--- config.mk ---
export PLATFORM = sky130hd
export DESIGN_NAME = suwi_cell
export DESIGN_NICKNAME = d
export VERILOG_FILES = /design/src/suwi_pkg.sv /design/src/suwi_cell.sv
export SDC_FILE = /design/constraint.sdc
export NUM_CORES = 1
export LEC_CHECK = 0
export ABC_AREA = 1
export BUFFER_PORTS_ARGS = -buffer_cell sky130_fd_sc_hd__buf_2
export CORE_MARGIN = 1.5
export CORE_UTILIZATION = 30
export DETAILED_ROUTE_END_ITERATION = 6
export GPL_ROUTABILITY_DRIVEN = 0
export HOLD_SLACK_MARGIN = 0.12
export PLACE_DENSITY_LB_ADDON = 0.08
export SLEW_MARGIN = 20
export SYNTH_ARGS = -nofsm -noshare
export SYNTH_HDL_FRONTEND = slang
export SYNTH_SLANG_ARGS = --single-unit
--- constraint.sdc ---
create_clock -name clk -period 19.7 [get_ports clk]
set_input_delay 2.955 -clock clk [delete_from_list [all_inputs] [get_ports clk]]
set_output_delay 2.955 -clock clk [all_outputs]
set_load 0.01 [all_outputs]
--- src/suwi_pkg.sv ---
// package for the sorted unique word store: sizes, types and helpers
package suwi_pkg;

  localparam int WORD_CHARS  = 16;
  localparam int STORE_DEPTH = 256;

  localparam int CHAR_W     = 8;
  localparam int LEN_W      = $clog2(WORD_CHARS + 1);
  localparam int CNT_W      = $clog2(STORE_DEPTH + 1);
  localparam int POSITION_W = 8;
  localparam int COUNT_W    = 9;

  // byte 0 is the most significant, so a plain compare is lexicographic
  typedef logic [0:WORD_CHARS-1][CHAR_W-1:0] word_t;
  typedef logic [LEN_W-1:0]                  len_t;
  typedef logic [CNT_W-1:0]                  cnt_t;

  typedef struct packed {
    logic compare_en;
    logic insert_en;
  } cell_ctrl_t;

  typedef struct packed {
    logic hit;
    logic eq;
  } cell_flags_t;

  function automatic logic [CHAR_W-1:0] fold_case(input logic [CHAR_W-1:0] c);
    logic [CHAR_W-1:0] r;
    r = c;
    if (c >= CHAR_W'("A") && c <= CHAR_W'("Z")) begin
      r = c + CHAR_W'(8'h20);
    end
    return r;
  endfunction

endpackage

--- src/suwi_cell.sv ---
// one store cell: holds a word, compares it and shifts on insertion
module suwi_cell import suwi_pkg::*; (
  input  logic        clk,
  input  logic        rst,
  input  cnt_t        cell_index,
  input  cnt_t        count,
  input  cell_ctrl_t  ctrl,
  input  word_t       new_word,
  input  len_t        new_len,
  input  word_t       left_word,
  input  len_t        left_len,
  input  logic        left_lt,
  output word_t       word,
  output len_t        len,
  output logic        lt,
  output cell_flags_t flags
);

  logic eq;
  logic occupied;
  logic lt_next;
  logic eq_next;

  // padded bytes are zero on both sides, so length only breaks a tie
  assign occupied = cell_index < count;
  assign lt_next  = occupied && ((word < new_word) || (word == new_word && len < new_len));
  assign eq_next  = occupied && (word == new_word) && (len == new_len);

  always_ff @(posedge clk) begin
    if (rst) begin
      lt <= 1'b0;
      eq <= 1'b0;
    end else if (ctrl.compare_en) begin
      lt <= lt_next;
      eq <= eq_next;
    end
  end

  // first cell not below the word takes it, the ones above take their left neighbour
  always_ff @(posedge clk) begin
    if (ctrl.insert_en && !lt) begin
      if (left_lt) begin
        word <= new_word;
        len  <= new_len;
      end else begin
        word <= left_word;
        len  <= left_len;
      end
    end
  end

  assign flags.hit = !lt && left_lt;
  assign flags.eq  = eq;

endmodule

### Yosys cells after proc, flatten, opt, wreduce, memory -nomap -nowiden

Index checks and enable logic that the tools add are counted.

* register bits after elaboration: 135
* logic and storage cells: 34
* output and inout port bits: 136

* order comparisons: 3
* equality and inequality tests: 2
* muxes and demuxes: 2
* reduce and logical (&&, ||, !) cells: 8

Operator list (count)
* $eq 128x128->1: 1
* $lt 128x128->1: 1
* $mux 128: 1
* $lt 9x9->1: 1
* $logic_and 1x1->1: 6
* $eq 5x5->1: 1
* $lt 5x5->1: 1
* $mux 5: 1
* $logic_not 1->1: 1
* $logic_or 1x1->1: 1

### Longest topological paths before layout

Gate-level depths: netlist of run 1.

* depth after elaboration: 4
* depth in mapped cells: 20

### Worst setup path before layout of run 1

Ideal clock, no wire load.

* path kind: input -> register
* from: input ctrl[0] (netlist name)
* to: register len[0], enable pin
* setup slack: 10.512 ns
* buffers on the path: 0
* arrival: 8.557 ns
* stages: 2
* path through: inv_1 > nor2_1

* cells in the longest elaborated chain, start to end: 1

RTL lines
* from (decl): line suwi_cell.sv:7 `input cell_ctrl_t ctrl,`
* $logic_and 1x1->1: line suwi_cell.sv:41 `if (ctrl.insert_en && !lt) begin`
* to (signal assigned): line suwi_cell.sv:44 `len <= new_len;`
* to (signal assigned): line suwi_cell.sv:47 `len <= left_len;`
* to (decl): line suwi_cell.sv:14 `output len_t len,`

No other way between the ends.
A chain may end at the register's enable or synchronous reset.

==> results of run 1 <==
how the worst max path moves through the flow:
stage | end | depth (start not counted)
after global placement | flags[1] | 4
after CTS | flags[1] | 4
after floorplan | len[0]$_DFFE_PP_ | 2
after global routing | flags[1] | 4
final | flags[1] | 4
after detailed placement | flags[1] | 4
final cells by class:
cell class                 count  area (um2)  area share (%)
inverter                     176         666            5.39
timing repair buffer         428        2150            17.4
tap                          390         488            3.95
sequential                   135        4030            32.6
multi-input combinational    708        4370            35.4
clock inverter                12         205            1.66
clock buffer                  17         425            3.44
antenna                        6        15.0           0.121
report_power, final:
part	internal, uW	leakage, uW	switching [uW]
logic	77.3	0.00479	105
registers	347	0.00132	13.2
clock network	223	0.000301	132
total	647	0.00641	251
cells in the mapped netlist:
| cell type | n |
|---|---|
| o211ai_1 | 2 |
| nor4_2 | 1 |
| a21o_1 | 1 |
| nand4_2 | 2 |
| nand2_1 | 258 |
| o21ai_0 | 145 |
| inv_2 | 3 |
| nand4_4 | 1 |
| nor2_1 | 39 |
| nor2_4 | 1 |
| o2111ai_1 | 1 |
| o221a_2 | 1 |
| dfxtp_1 | 2 |
| ha_1 | 141 |
| nor3_2 | 3 |
| edfxtp_1 | 133 |
| buf_4 | 1 |
| o21ai_1 | 1 |
| and2_1 | 1 |
| buf_1 | 1 |
| a31oi_1 | 1 |
| nand3_1 | 10 |
| nand4_1 | 11 |
| nor3_1 | 5 |
| nor2_2 | 4 |
| buf_2 | 1 |
| nand3_2 | 2 |
| o31ai_1 | 1 |
| a21oi_1 | 67 |
| clkbuf_1 | 27 |
| a21oi_2 | 1 |
| o21bai_1 | 2 |
| o21a_1 | 6 |
| inv_1 | 173 |
cell families (layout without fill, tap and decap cells):
logic type	after synthesis	in the layout	share of synthesized area, %
simple gates	338	338	15.4
compound gates	229	229	13.0
buf+inv	206	633	8.48
fa+ha+maj	141	141	19.2
flops	135	135	44.0
other cells	0	6	0
flip-flops by register name, indices dropped and copies added, names as in the netlist:
signal	count
lt	1
eq	1
len	5
word	128
metal layers:
layer,routed length [um],vias up
li1,-,4369
met1,11600,3716
met2,14200,273
met3,2640,32
met4,376,12
met5,74,-
worst max-delay path, stage by stage:
cell    delay (ps)
buf_2          130
inv_6          340
nor2_1          70
buf_2          150
through the flow:
stage | cells | hold slack (ps) | power [uW]
final | 1872 | 466 | 898
after global routing | 1869 | 483 | 951
after CTS | 1866 | 475 | 914
after detailed placement | 1837 | 466 | 552
after global placement | 1837 | 462 | 551
after floorplan | 1049 | 450 | 471
==> flow_metrics.tcl, run 1 <==
set metrics [dict create \
    outcome "completed" \
    dp_hpwl_mm 23.1 \
    numClockSinks 135 \
    reg2reg_slack_ps 17590 \
    setup_tns_ps 0 \
    grt_pass1_wl_mm 42.7 \
    r2r-start "word[31]$_DFFE_PP_" \
    grt_max_degree 109 \
    stdcell_area_um2 12400 \
    worstMarginPinSlew_ps 940 \
    hold_buffers 0 \
    busiest_layer "met2" \
    start_kind "input pin" \
    grt_use_total_pct 17.9 \
    worstHoldStart "eq$_SDFFE_PP0P_" \
    post_cts_resized 0 \
    critPathKind "input pin to output port" \
    skew_ps 15.7 \
    use_met1_pct 20.4 \
    dieArea_um2 31700 \
    cp.required_ps 16750 \
    drc 0 \
    p_per_area_nw_per_um2 72.7 \
    whs_path_depth 2 \
    cts_setup_buffers 0 \
    placementRows 63 \
    cts_root_buf "clkbuf_16" \
    hold_class "flip-flop to flip-flop" \
    cts_buffers 17 \
    post-place-ws_ps 13090 \
    rr_endpoint "eq$_SDFFE_PP0P_" \
    drtIter0Drc 298 \
    syn_area_um2 9180 \
    setup_viol_count_final 0 \
    vdd_drop_max_mv 0.0601 \
    synth_top_area_share_pct 43.5 \
    grt_remaining_overflow 0 \
    ios 425 \
    use_met3_pct 6.32 \
    portBuffers 424 \
    syn_inst 1049 \
    nFillCells 3182 \
    start_util_pct 30.7 \
    dr.pass1.iters 5 \
    finalWorstSetupSlack_ps 13080 \
    routedWlPerCell_um 15.4 \
    chipWidth_um 178 \
    drv_cap 0 \
    final_core_utilization_pct 41.4 \
    path_max_fanout 62 \
    period_minus_slack_ps 6620 \
    end_kind "output port" \
    vias 8402 \
    min_to "eq$_SDFFE_PP0P_" \
    ys_warn_count 0 \
    cts_max_level 4 \
    syn-num-nets 1479 \
    met2_usage_pct 31.4 \
    ys_seq_elements 135 \
    crit_start "left_lt" \
    cts_tree "yes" \
    antenna_found_initial 12 \
    synthTopCellsByArea "edfxtp_1 (44%), ha_1 (19%), nand2_1 (11%), o21ai_0 (7.9%), inv_1 (7.1%)" \
    post_dp_cell_area_um2 11700 \
    nNetsFinal 1896 \
    core_area_um2 29900 \
    slew_headroom_pct 37.3 \
    fin_crit_sh_pct 33.6 \
    clock.fmax_mhz 151 \
    path_clk_slew_ps 50 \
    grt_setup_unrepaired "false" \
    ant_nets 0 \
    yosysTopAreaCell "edfxtp_1" \
    final_cell_mix "buf_2 (424), nand2_1 (258), inv_1 (173)" \
    syn_area_per_cell_um2 8.75 \
    grt_pass1_vias 8052 \
    final_common_cell "buf_2" \
    dieHeight_um 178 \
    post_drt_via_cell_ratio 4.49 \
    ys_types 34 \
    slew_viol_final 0 \
    ctsLongestPathBuffers 2 \
    leakagePower_uw 0.00641 \
    reg2reg_depth 11 \
    yosysSeqAreaShare_pct 44.0 \
    layout-drive-gt1-share_pct 32.3 \
    clk_latency_ps 420 \
    crit_arrival_ps 3670 \
    synthToLayoutAreaGrowth_pct 34.7 \
    wl_mm 28.8 \
    hold_violations 0 \
]
No activity file was read; power rests on OpenSTA's default activity.
==> inputs of run 2 (changes only) <==
==> constraint.sdc (replaced) <==
create_clock -name clk -period 6.5 [get_ports clk]
set_input_delay 0.975 -clock clk [delete_from_list [all_inputs] [get_ports clk]]
set_output_delay 0.975 -clock clk [all_outputs]
set_load 0.01 [all_outputs]
==> run 2 against run 1 <==
  * Utilization is essentially flat
  * Critical path depth is the same
  * Wire length grew 0.60%
  * Count of clock-buffer cells in the layout is the same
  * Worst setup slack lost 9500 ps
  * Global-route usage grew 0.39 points
  * First-iteration DRC count grew 20%
  * Sequential power grew to 3.0 times the previous value
  * Hold slack gained 5.5 ps
  * Clock skew grew 1.3 ps
  * Final cell count is essentially flat
  * Register-to-register slack lost 13000 ps
==> flow_metrics.tcl, run 2 (synthesis gave the netlist of run 1 again) <==
set metrics [dict create \
    outcome "completed" \
    dr.pass1.iters 4 \
    post_cts_resized 0 \
    drtIter0Drc 359 \
    cts_setup_buffers 0 \
    routedWlPerCell_um 15.5 \
    vias 8351 \
    grt_setup_unrepaired "false" \
    cts_tree "yes" \
    setup_viol_count_final 0 \
    numClockSinks 135 \
    synthToLayoutAreaGrowth_pct 34.6 \
    nFillCells 3142 \
    pwr-share-clk_pct 39.5 \
    crit_start "left_lt" \
    crit_slowest_cell "inv_6" \
    p_sw_share_pct 29.0 \
    slew_viol_final 0 \
    power_switching_uw 790 \
    portBuffers 424 \
    path_clk_slew_ps 60 \
    leakagePower_uw 0.00641 \
    worstMarginPinSlew_ps 970 \
    crit_chain "buf_2, inv_6, nor2_1, buf_2" \
    regMostFlops "word" \
    grt_use_total_pct 18.2 \
    worstHoldStart "eq$_SDFFE_PP0P_" \
    p_per_area_nw_per_um2 220 \
    post-place-ws_ps 3330 \
    power_frac_comb_pct 20.4 \
    multiInputGateArea_um2 4370 \
    ant_nets 0 \
    end_kind "output port" \
    skew_ps 17.0 \
    fin_crit_sh_pct 44.8 \
    internal_power_uw 1930 \
    ctsLongestPathBuffers 2 \
    grt_pass1_vias 8274 \
    path_common_cell "buf_2" \
    largest_reg_flops 128 \
    drc 0 \
    critPathKind "input pin to output port" \
    placementRows 63 \
    slew_headroom_pct 35.3 \
    grt_pass1_wl_mm 43.8 \
    r2r-start "word[31]$_DFFE_PP_" \
    layout-drive-gt1-share_pct 32.4 \
    seqCellArea_um2 4030 \
    cts_buffers 17 \
    post_drt_via_cell_ratio 4.46 \
    wl_mm 29.0 \
    critPathTopFamily "buffers and inverters" \
    dp_hpwl_mm 23.0 \
    period_minus_slack_ps 2910 \
    core_area_um2 29900 \
    cp.required_ps 5520 \
    nNetsFinal 1895 \
    final_cell_mix "buf_2 (424), nand2_1 (258), inv_1 (173)" \
    drv_cap 0 \
    crit_arrival_ps 1940 \
    grt_max_degree 134 \
    instances_no_fill 1871 \
    hold_violations 0 \
    cts_root_buf "clkbuf_16" \
    dieHeight_um 178 \
    start_util_pct 30.7 \
    cts_max_level 4 \
    finalWorstSetupSlack_ps 3590 \
    placedCellCount 1836 \
    clk_latency_ps 430 \
    clock.fmax_mhz 343 \
    grt_remaining_overflow 0 \
    final_common_cell "buf_2" \
    ios 425 \
    path_buf_inv 3 \
    largestRegisters "word (128), len (5)" \
    hold_buffers 0 \
    dieArea_um2 31700 \
    antenna_found_initial 5 \
    path_max_fanout 118 \
    vdd_drop_max_mv 0.148 \
    start_kind "input pin" \
    chipWidth_um 178 \
    max_stage_delay_ps 520 \
    setup_tns_ps 0 \
    power_frac_seq_pct 40.1 \
    hold_class "flip-flop to flip-flop" \
]
-- run 2: cell count changes in the layout (fill, tap and decap cells not counted), sizes merged --
cell      before  now
bufinv         5    4
buf          428  427
diode          6    3
clkinvlp       2    3
inv          176  179
-- run 2: worst register-to-register path: stages (launching register included) --
cell	delay (ps)
edfxtp_1	410
ha_1	310
nand2_1	80
nor2_2	130
nand2_1	90
nor4_2	340
nand4_4	140
nor2_2	180
nand2_1	80
nor2_2	90
nand3_2	70
a21oi_2	100
-- run 2: path summary, 6_finish.rpt --
| check | to | slack, ps | cells past startpoint |
|---|---|---|---|
| worst min-delay path | eq$_SDFFE_PP0P_ | 470 | 2 |
| worst max register to register | eq$_SDFFE_PP0P_ | 4410 | 11 |
| worst min register to register | eq$_SDFFE_PP0P_ | 470 | 2 |
| worst max-delay path | flags[1] | 3590 | 4 |
-- run 2: final cells by class --
class	count	area share [%]
Antenna cell	3	0.0608
Clock buffer	17	3.44
Clock inverter	15	1.63
Inverter	176	5.39
Multi-Input combinational cell	708	35.4
Sequential cell	135	32.7
Tap cell	390	3.95
Timing Repair Buffer	427	17.5
-- run 2: power groups by stage --
stage	clock (uW)	combinational [uW]	sequential [uW]
6_report	1080	555	1090
5_1_grt	1140	647	1100
4_1_cts	1110	570	1090
3_5_place_dp	0	566	1110
3_3_place_gp	0	564	1110
2_1_floorplan	0	278	1140
-- run 2: routing by layer --
metal	GRT usage, %	vias up	wire, um
met3	6.41	19	2660
met4	3.99	4	295
li1	-	4367	-
met1	20.6	3702	11500
met5	0	-	21
met2	32.8	259	14500
-- run 2: through the flow --
step | area, um2 | power, uW | hold slack, ps | utilization [%]
2_1_floorplan | 9180 | 1420 | 450 | -
3_3_place_gp | 11700 | 1670 | 464 | 39.2
3_5_place_dp | 11700 | 1680 | 466 | 39.2
4_1_cts | 12300 | 2770 | 477 | 41.3
5_1_grt | 12300 | 2890 | 495 | 41.3
6_report | 12400 | 2720 | 472 | 41.3
